$ cat src/design/nla_pkg.sv
// ----------------------------------------------------------------------------
// Nearest landmark association package
// Shared field widths, command codes and the sequencer state type.
// ----------------------------------------------------------------------------
package nla_pkg;

  // Field widths of the input and result beats.
  localparam int COORD_W    = 24;
  localparam int LABEL_W    = 16;
  localparam int SQ_W       = 2 * COORD_W;
  localparam int DIST_W     = SQ_W + 1;
  localparam int SLOT_OUT_W = 6;
  localparam int CMD_W      = 2;

  // One stored table entry: label, y and x packed together.
  localparam int ENTRY_W    = LABEL_W + 2 * COORD_W;

  // Command codes.
  localparam logic [CMD_W-1:0] CMD_CLEAR  = 2'd0;
  localparam logic [CMD_W-1:0] CMD_APPEND = 2'd1;
  localparam logic [CMD_W-1:0] CMD_QUERY  = 2'd2;

  // Result status codes.
  localparam logic STATUS_MATCH = 1'b0;
  localparam logic STATUS_EMPTY = 1'b1;

  // Query sequencer states.
  typedef enum logic [1:0] {
    ST_IDLE,
    ST_SCAN,
    ST_DRAIN,
    ST_DONE
  } state_t;

endpackage

$ cat src/design/nla_dist_unit.sv
// ----------------------------------------------------------------------------
// Nearest landmark association distance unit
// Three-stage pipeline computing the squared Euclidean distance between the
// query point and one table entry per cycle; label and slot ride alongside.
// ----------------------------------------------------------------------------
module nla_dist_unit
  import nla_pkg::*;
#(
  parameter int SLOT_W = 6
) (
  input  logic               clk,
  input  logic               rst_n,
  input  logic               in_vld,
  input  logic [COORD_W-1:0] query_x,
  input  logic [COORD_W-1:0] query_y,
  input  logic [COORD_W-1:0] entry_x,
  input  logic [COORD_W-1:0] entry_y,
  input  logic [LABEL_W-1:0] entry_label,
  input  logic [SLOT_W-1:0]  entry_slot,
  output logic               out_vld,
  output logic [DIST_W-1:0]  out_dist,
  output logic [LABEL_W-1:0] out_label,
  output logic [SLOT_W-1:0]  out_slot,
  output logic               busy
);

  logic               s1_vld_r, s2_vld_r, s3_vld_r;
  logic [COORD_W-1:0] dx_r, dy_r;
  logic [SQ_W-1:0]    sqx_r, sqy_r;
  logic [DIST_W-1:0]  dist_r;
  logic [LABEL_W-1:0] s1_label_r, s2_label_r, s3_label_r;
  logic [SLOT_W-1:0]  s1_slot_r, s2_slot_r, s3_slot_r;

  logic [COORD_W:0]   diff_x, diff_y, neg_x, neg_y;
  logic [COORD_W-1:0] dx_nxt, dy_nxt;

  // Absolute coordinate differences; the magnitude always fits in COORD_W bits.
  always_comb begin
    diff_x = {query_x[COORD_W-1], query_x} - {entry_x[COORD_W-1], entry_x};
    diff_y = {query_y[COORD_W-1], query_y} - {entry_y[COORD_W-1], entry_y};
    neg_x  = (COORD_W+1)'(0) - diff_x;
    neg_y  = (COORD_W+1)'(0) - diff_y;
    dx_nxt = diff_x[COORD_W] ? neg_x[COORD_W-1:0] : diff_x[COORD_W-1:0];
    dy_nxt = diff_y[COORD_W] ? neg_y[COORD_W-1:0] : diff_y[COORD_W-1:0];
  end

  // Valid bits of the three stages.
  always_ff @(posedge clk) begin
    if (!rst_n) begin
      s1_vld_r <= 1'b0;
      s2_vld_r <= 1'b0;
      s3_vld_r <= 1'b0;
    end else begin
      s1_vld_r <= in_vld;
      s2_vld_r <= s1_vld_r;
      s3_vld_r <= s2_vld_r;
    end
  end

  // Datapath: difference, square, sum.
  always_ff @(posedge clk) begin
    dx_r       <= dx_nxt;
    dy_r       <= dy_nxt;
    s1_label_r <= entry_label;
    s1_slot_r  <= entry_slot;

    sqx_r      <= SQ_W'(dx_r) * SQ_W'(dx_r);
    sqy_r      <= SQ_W'(dy_r) * SQ_W'(dy_r);
    s2_label_r <= s1_label_r;
    s2_slot_r  <= s1_slot_r;

    dist_r     <= DIST_W'(sqx_r) + DIST_W'(sqy_r);
    s3_label_r <= s2_label_r;
    s3_slot_r  <= s2_slot_r;
  end

  assign out_vld   = s3_vld_r;
  assign out_dist  = dist_r;
  assign out_label = s3_label_r;
  assign out_slot  = s3_slot_r;
  assign busy      = s1_vld_r | s2_vld_r | s3_vld_r;

endmodule
$ cat config.mk
export PLATFORM = sky130hd
export DESIGN_NAME = nla_dist_unit
export DESIGN_NICKNAME = d
export VERILOG_FILES = /design/src/design/nla_pkg.sv /design/src/design/nla_dist_unit.sv
export SDC_FILE = /design/constraint.sdc
export NUM_CORES = 2
export LEC_CHECK = 0
export BUFFER_PORTS_ARGS = -buffer_cell sky130_fd_sc_hd__buf_2
export CAP_MARGIN = 15
export CELL_PAD_IN_SITES_DETAIL_PLACEMENT = 0
export CELL_PAD_IN_SITES_GLOBAL_PLACEMENT = 1
export CORE_MARGIN = 4
export CORE_UTILIZATION = 50
export DETAILED_ROUTE_END_ITERATION = 16
export PLACE_DENSITY_LB_ADDON = 0.25
export SLEW_MARGIN = 25
export SYNTH_ARGS = -nofsm -noshare
export SYNTH_HDL_FRONTEND = slang
export SYNTH_SLANG_ARGS = --single-unit
$ cat constraint.sdc
create_clock -name clk -period 8.6 [get_ports clk]
set_input_delay 1.72 -clock clk [delete_from_list [all_inputs] [get_ports clk]]
set_output_delay 1.72 -clock clk [all_outputs]
set_load 0.02 [all_outputs]
==> flow_summary.toml <==
[floorplan]
fp-row-count = 107
core-area_um2 = 85410
initial_core_util = 0.5055
fp.dieArea_um2 = 91110
die_w_um = 301.9
io_pins = 194
die-height_um = 301.9

[timing]
fin_ws_ps = 655.0
hold_viol = 0
rsz0062_at_grt = "false"
fmax_mhz = 125.9
finalSetupTns_ps = 0
finalCritPeriodShare = 0.9238
tightest_slew_ps = 848.5
skew_ps = 30.35
final-max-slew-violation-count = 0
finalCriticalPeriod_ps = 7945
setup_viol = 0
relSlewSlack = 0.4335

[cts]
clockRootBuffer = "clkbuf_16"
cts_tree = "done"
htree_levels = 1
cts.sinks = 260
postCtsSetupRepairBufs = 0
cts_inserted_buffers = 31
cts_buffer_depth = 3
clock_latency_ps = 600
cts_hold_buf = 0
cts-resized-gates = 0
clkTransAtPathRegs_ps = 60

[yosys]
avgSynthCellArea_um2 = 9.211
syn_area_um2 = 43170
synthArstFlopShare = 0
ys_types = 72
ys_seq_elements = 260
syn_inst = 4687
synthFlopType = "dfxtp_1"
yosys_warnings = 0
ys_seq_area_frac = 0.1206
syn-num-nets = 6107
synth_top_cell_by_area = "fa_1"
synthTopCellsByArea = "fa_1 39%, ha_1 13%, dfxtp_1 12%"
synth_top_cell_area_share = 0.3918
synth_edf_count = 0

[placement]
dp_hpwl_um = 81420
portBuffers = 193
place.gp.congestion = 0.8763
dp_worst_setup_slack_ps = 642.4
placedCellCount = 5964

[detailed_routing]
vias_per_cell = 5.009
vias = 30160
antenna_left = 0
drt-pass1-iter-count = 5
drt_iter0_drc = 1414
drc = 0
wl_um = 94940
wl_per_cell_um = 15.77

[grt]
grtUsageTotal = 0.2193
grt_start_max_net_pins = 26
grt-busiest-layer = "met2"
grt_pass1_vias = 32480
gr-usage-met3 = 0.02368
grt_pass1_wl_um = 162300
overflow = 0
antenna_found_initial = 1
grt_use_met2 = 0.3825
grt_use_met1 = 0.3006

[min_path]
min_path_type = "flip-flop to flip-flop"

[worst_setup_path]
worst-path-max-fanout = 16
cp.required_ps = 9050
reg2reg_depth = 23
worst_setup_path_end_kind = "flip-flop"
critical_path.startpoint = "dx_r[2]"
rrSetupSlack_ps = 650
worst_ep_arrival_time_ps = 8400
r2r-start = "dx_r[2]"
crit_type = "flip-flop to flip-flop"
reg2reg_to = "sqx_r[45]"
crit_path_end = "sqx_r[45]"
start_kind = "flip-flop"

[outcome]
outcome = "finished, final reports clean"

[job]
maxCapViolations = 0

[cells_and_area]
final_util = 0.5459
drive_gt1_frac = 0.06730
fin_cells = 6020
area_growth_syn_to_layout_pct = 7.999
fin_nets = 6273
-- cells by family after synthesis --
group	Yosys count	synth area share
xor+xnor	227	0.04605
mux	7	0.001710
simple gates	984	0.1109
flops	260	0.1206
buf+inv	1406	0.1223
compound gates	504	0.07506
fa+ha+maj	1299	0.5234
-- state kept, by name, indices dropped and copies added (netlist names), 16 cells and up --
signal / count
dx_r: 24
dy_r: 24
sqx_r: 47
s1_label_r: 16
s2_label_r: 16
out_label: 16
out_dist: 49
sqy_r: 47
-- synthesized netlist by cell type (all sizes together), types with 10 or more instances --
| cell type | count |
|---|---|
| nand4 | 20 |
| a211oi | 13 |
| and3 | 19 |
| nor2b | 36 |
| a31oi | 20 |
| xnor2 | 151 |
| o211ai | 14 |
| a211o | 10 |
| fa | 845 |
| inv | 1283 |
| o21bai | 20 |
| nor2 | 164 |
| a21o | 80 |
| ha | 454 |
| and2 | 233 |
| xor2 | 76 |
| dfxtp | 260 |
| nor3 | 29 |
| nand2 | 381 |
| clkbuf | 120 |
| nand3 | 37 |
| o21a | 24 |
| o21ai | 81 |
| nand2b | 23 |
| a21oi | 171 |
-- layout make-up --
class / count / area [um^2]
Multi-Input combinational cell: 3021 / 32700
Fill cell: 7995 / 38790
Tap cell: 1144 / 1431
Clock inverter: 19 / 234.0
Sequential cell: 260 / 5206
Clock buffer: 35 / 800.8
Inverter: 1283 / 4816
Timing Repair Buffer: 256 / 1439
Antenna cell: 2 / 5.005
-- metal layers --
metal  part of all wire  up-vias
met5                  0        -
met4              0.018        0
met3              0.045      102
met2               0.49      572
met1               0.44    15060
li1                   -    14420
-- metrics by stage --
stage / instance area [um^2] / hold slack (ps)
2_1_floorplan: 43170 / 309.6
3_3_place_gp: 45580 / 309.8
3_5_place_dp: 45590 / 312.1
4_1_cts: 46620 / 326.3
5_1_grt: 46620 / 329.0
6_report: 46630 / 323.9
-- layout by cell type, fill, tap and decap left out, types with 6 or more instances in the layout --
| cell type | synthesis | final |
|---|---|---|
| nand2_1 | 381 | 381 |
| or2_2 | 6 | 6 |
| o211ai_1 | 14 | 14 |
| o21bai_1 | 20 | 20 |
| inv_1 | 1283 | 1283 |
| buf_2 | 2 | 193 |
| a221o_1 | 7 | 7 |
| nand4_1 | 20 | 20 |
| a21oi_1 | 171 | 171 |
| o31ai_1 | 9 | 9 |
| a211o_1 | 10 | 10 |
| o21a_1 | 24 | 24 |
| nor3_1 | 29 | 29 |
| nand3_1 | 36 | 36 |
| xor2_1 | 76 | 76 |
| a21o_1 | 80 | 80 |
| or3_1 | 6 | 6 |
| and2_1 | 233 | 233 |
| clkbuf_16 | 0 | 31 |
| a31oi_1 | 20 | 19 |
| ha_1 | 454 | 454 |
| fa_1 | 845 | 845 |
| and3_1 | 19 | 19 |
| nor3b_1 | 8 | 8 |
| xnor2_1 | 151 | 151 |
| nor2_1 | 164 | 164 |
| nand2b_1 | 23 | 23 |
| buf_4 | 0 | 63 |
| dfxtp_1 | 260 | 259 |
| o21ai_0 | 79 | 79 |
| a211oi_1 | 13 | 13 |
| a21boi_0 | 6 | 6 |
| nor2b_1 | 36 | 36 |
| a311oi_1 | 6 | 6 |
-- worst max-delay path, stage by stage, from the launching register on --
cell      delay, ps
dfxtp_1         840
nand2_1         180
fa_1            620
inv_1            80
fa_1            540
inv_1            60
fa_1            550
inv_1            60
fa_1            450
ha_1            300
fa_1            500
fa_1            420
ha_1            340
and3_1          180
nand4_1          90
a21oi_1          50
or4_1           570
a221oi_1        560
o21ai_1         330
nand3_1         270
o21ai_0         160
o22ai_1         290
o311ai_0        200
xor2_1          170
-- worst min-delay path by stage --
stage | start | slack (ps) | endpoint | cells past startpoint
global route | s1_label_r[2] | 330 | s2_label_r[2] | 0
detailed placement | s2_label_r[11] | 310 | out_label[11] | 0
global placement | s1_label_r[10] | 310 | s2_label_r[10] | 0
CTS | s1_label_r[12] | 330 | s2_label_r[12] | 0
finish | s1_label_r[12] | 320 | s2_label_r[12] | 0
floorplan | s2_label_r[0] | 310 | out_label[0] | 0
Power is not shown: default switching activity piles up to over one toggle a cycle in this logic, so the estimate is an artifact.
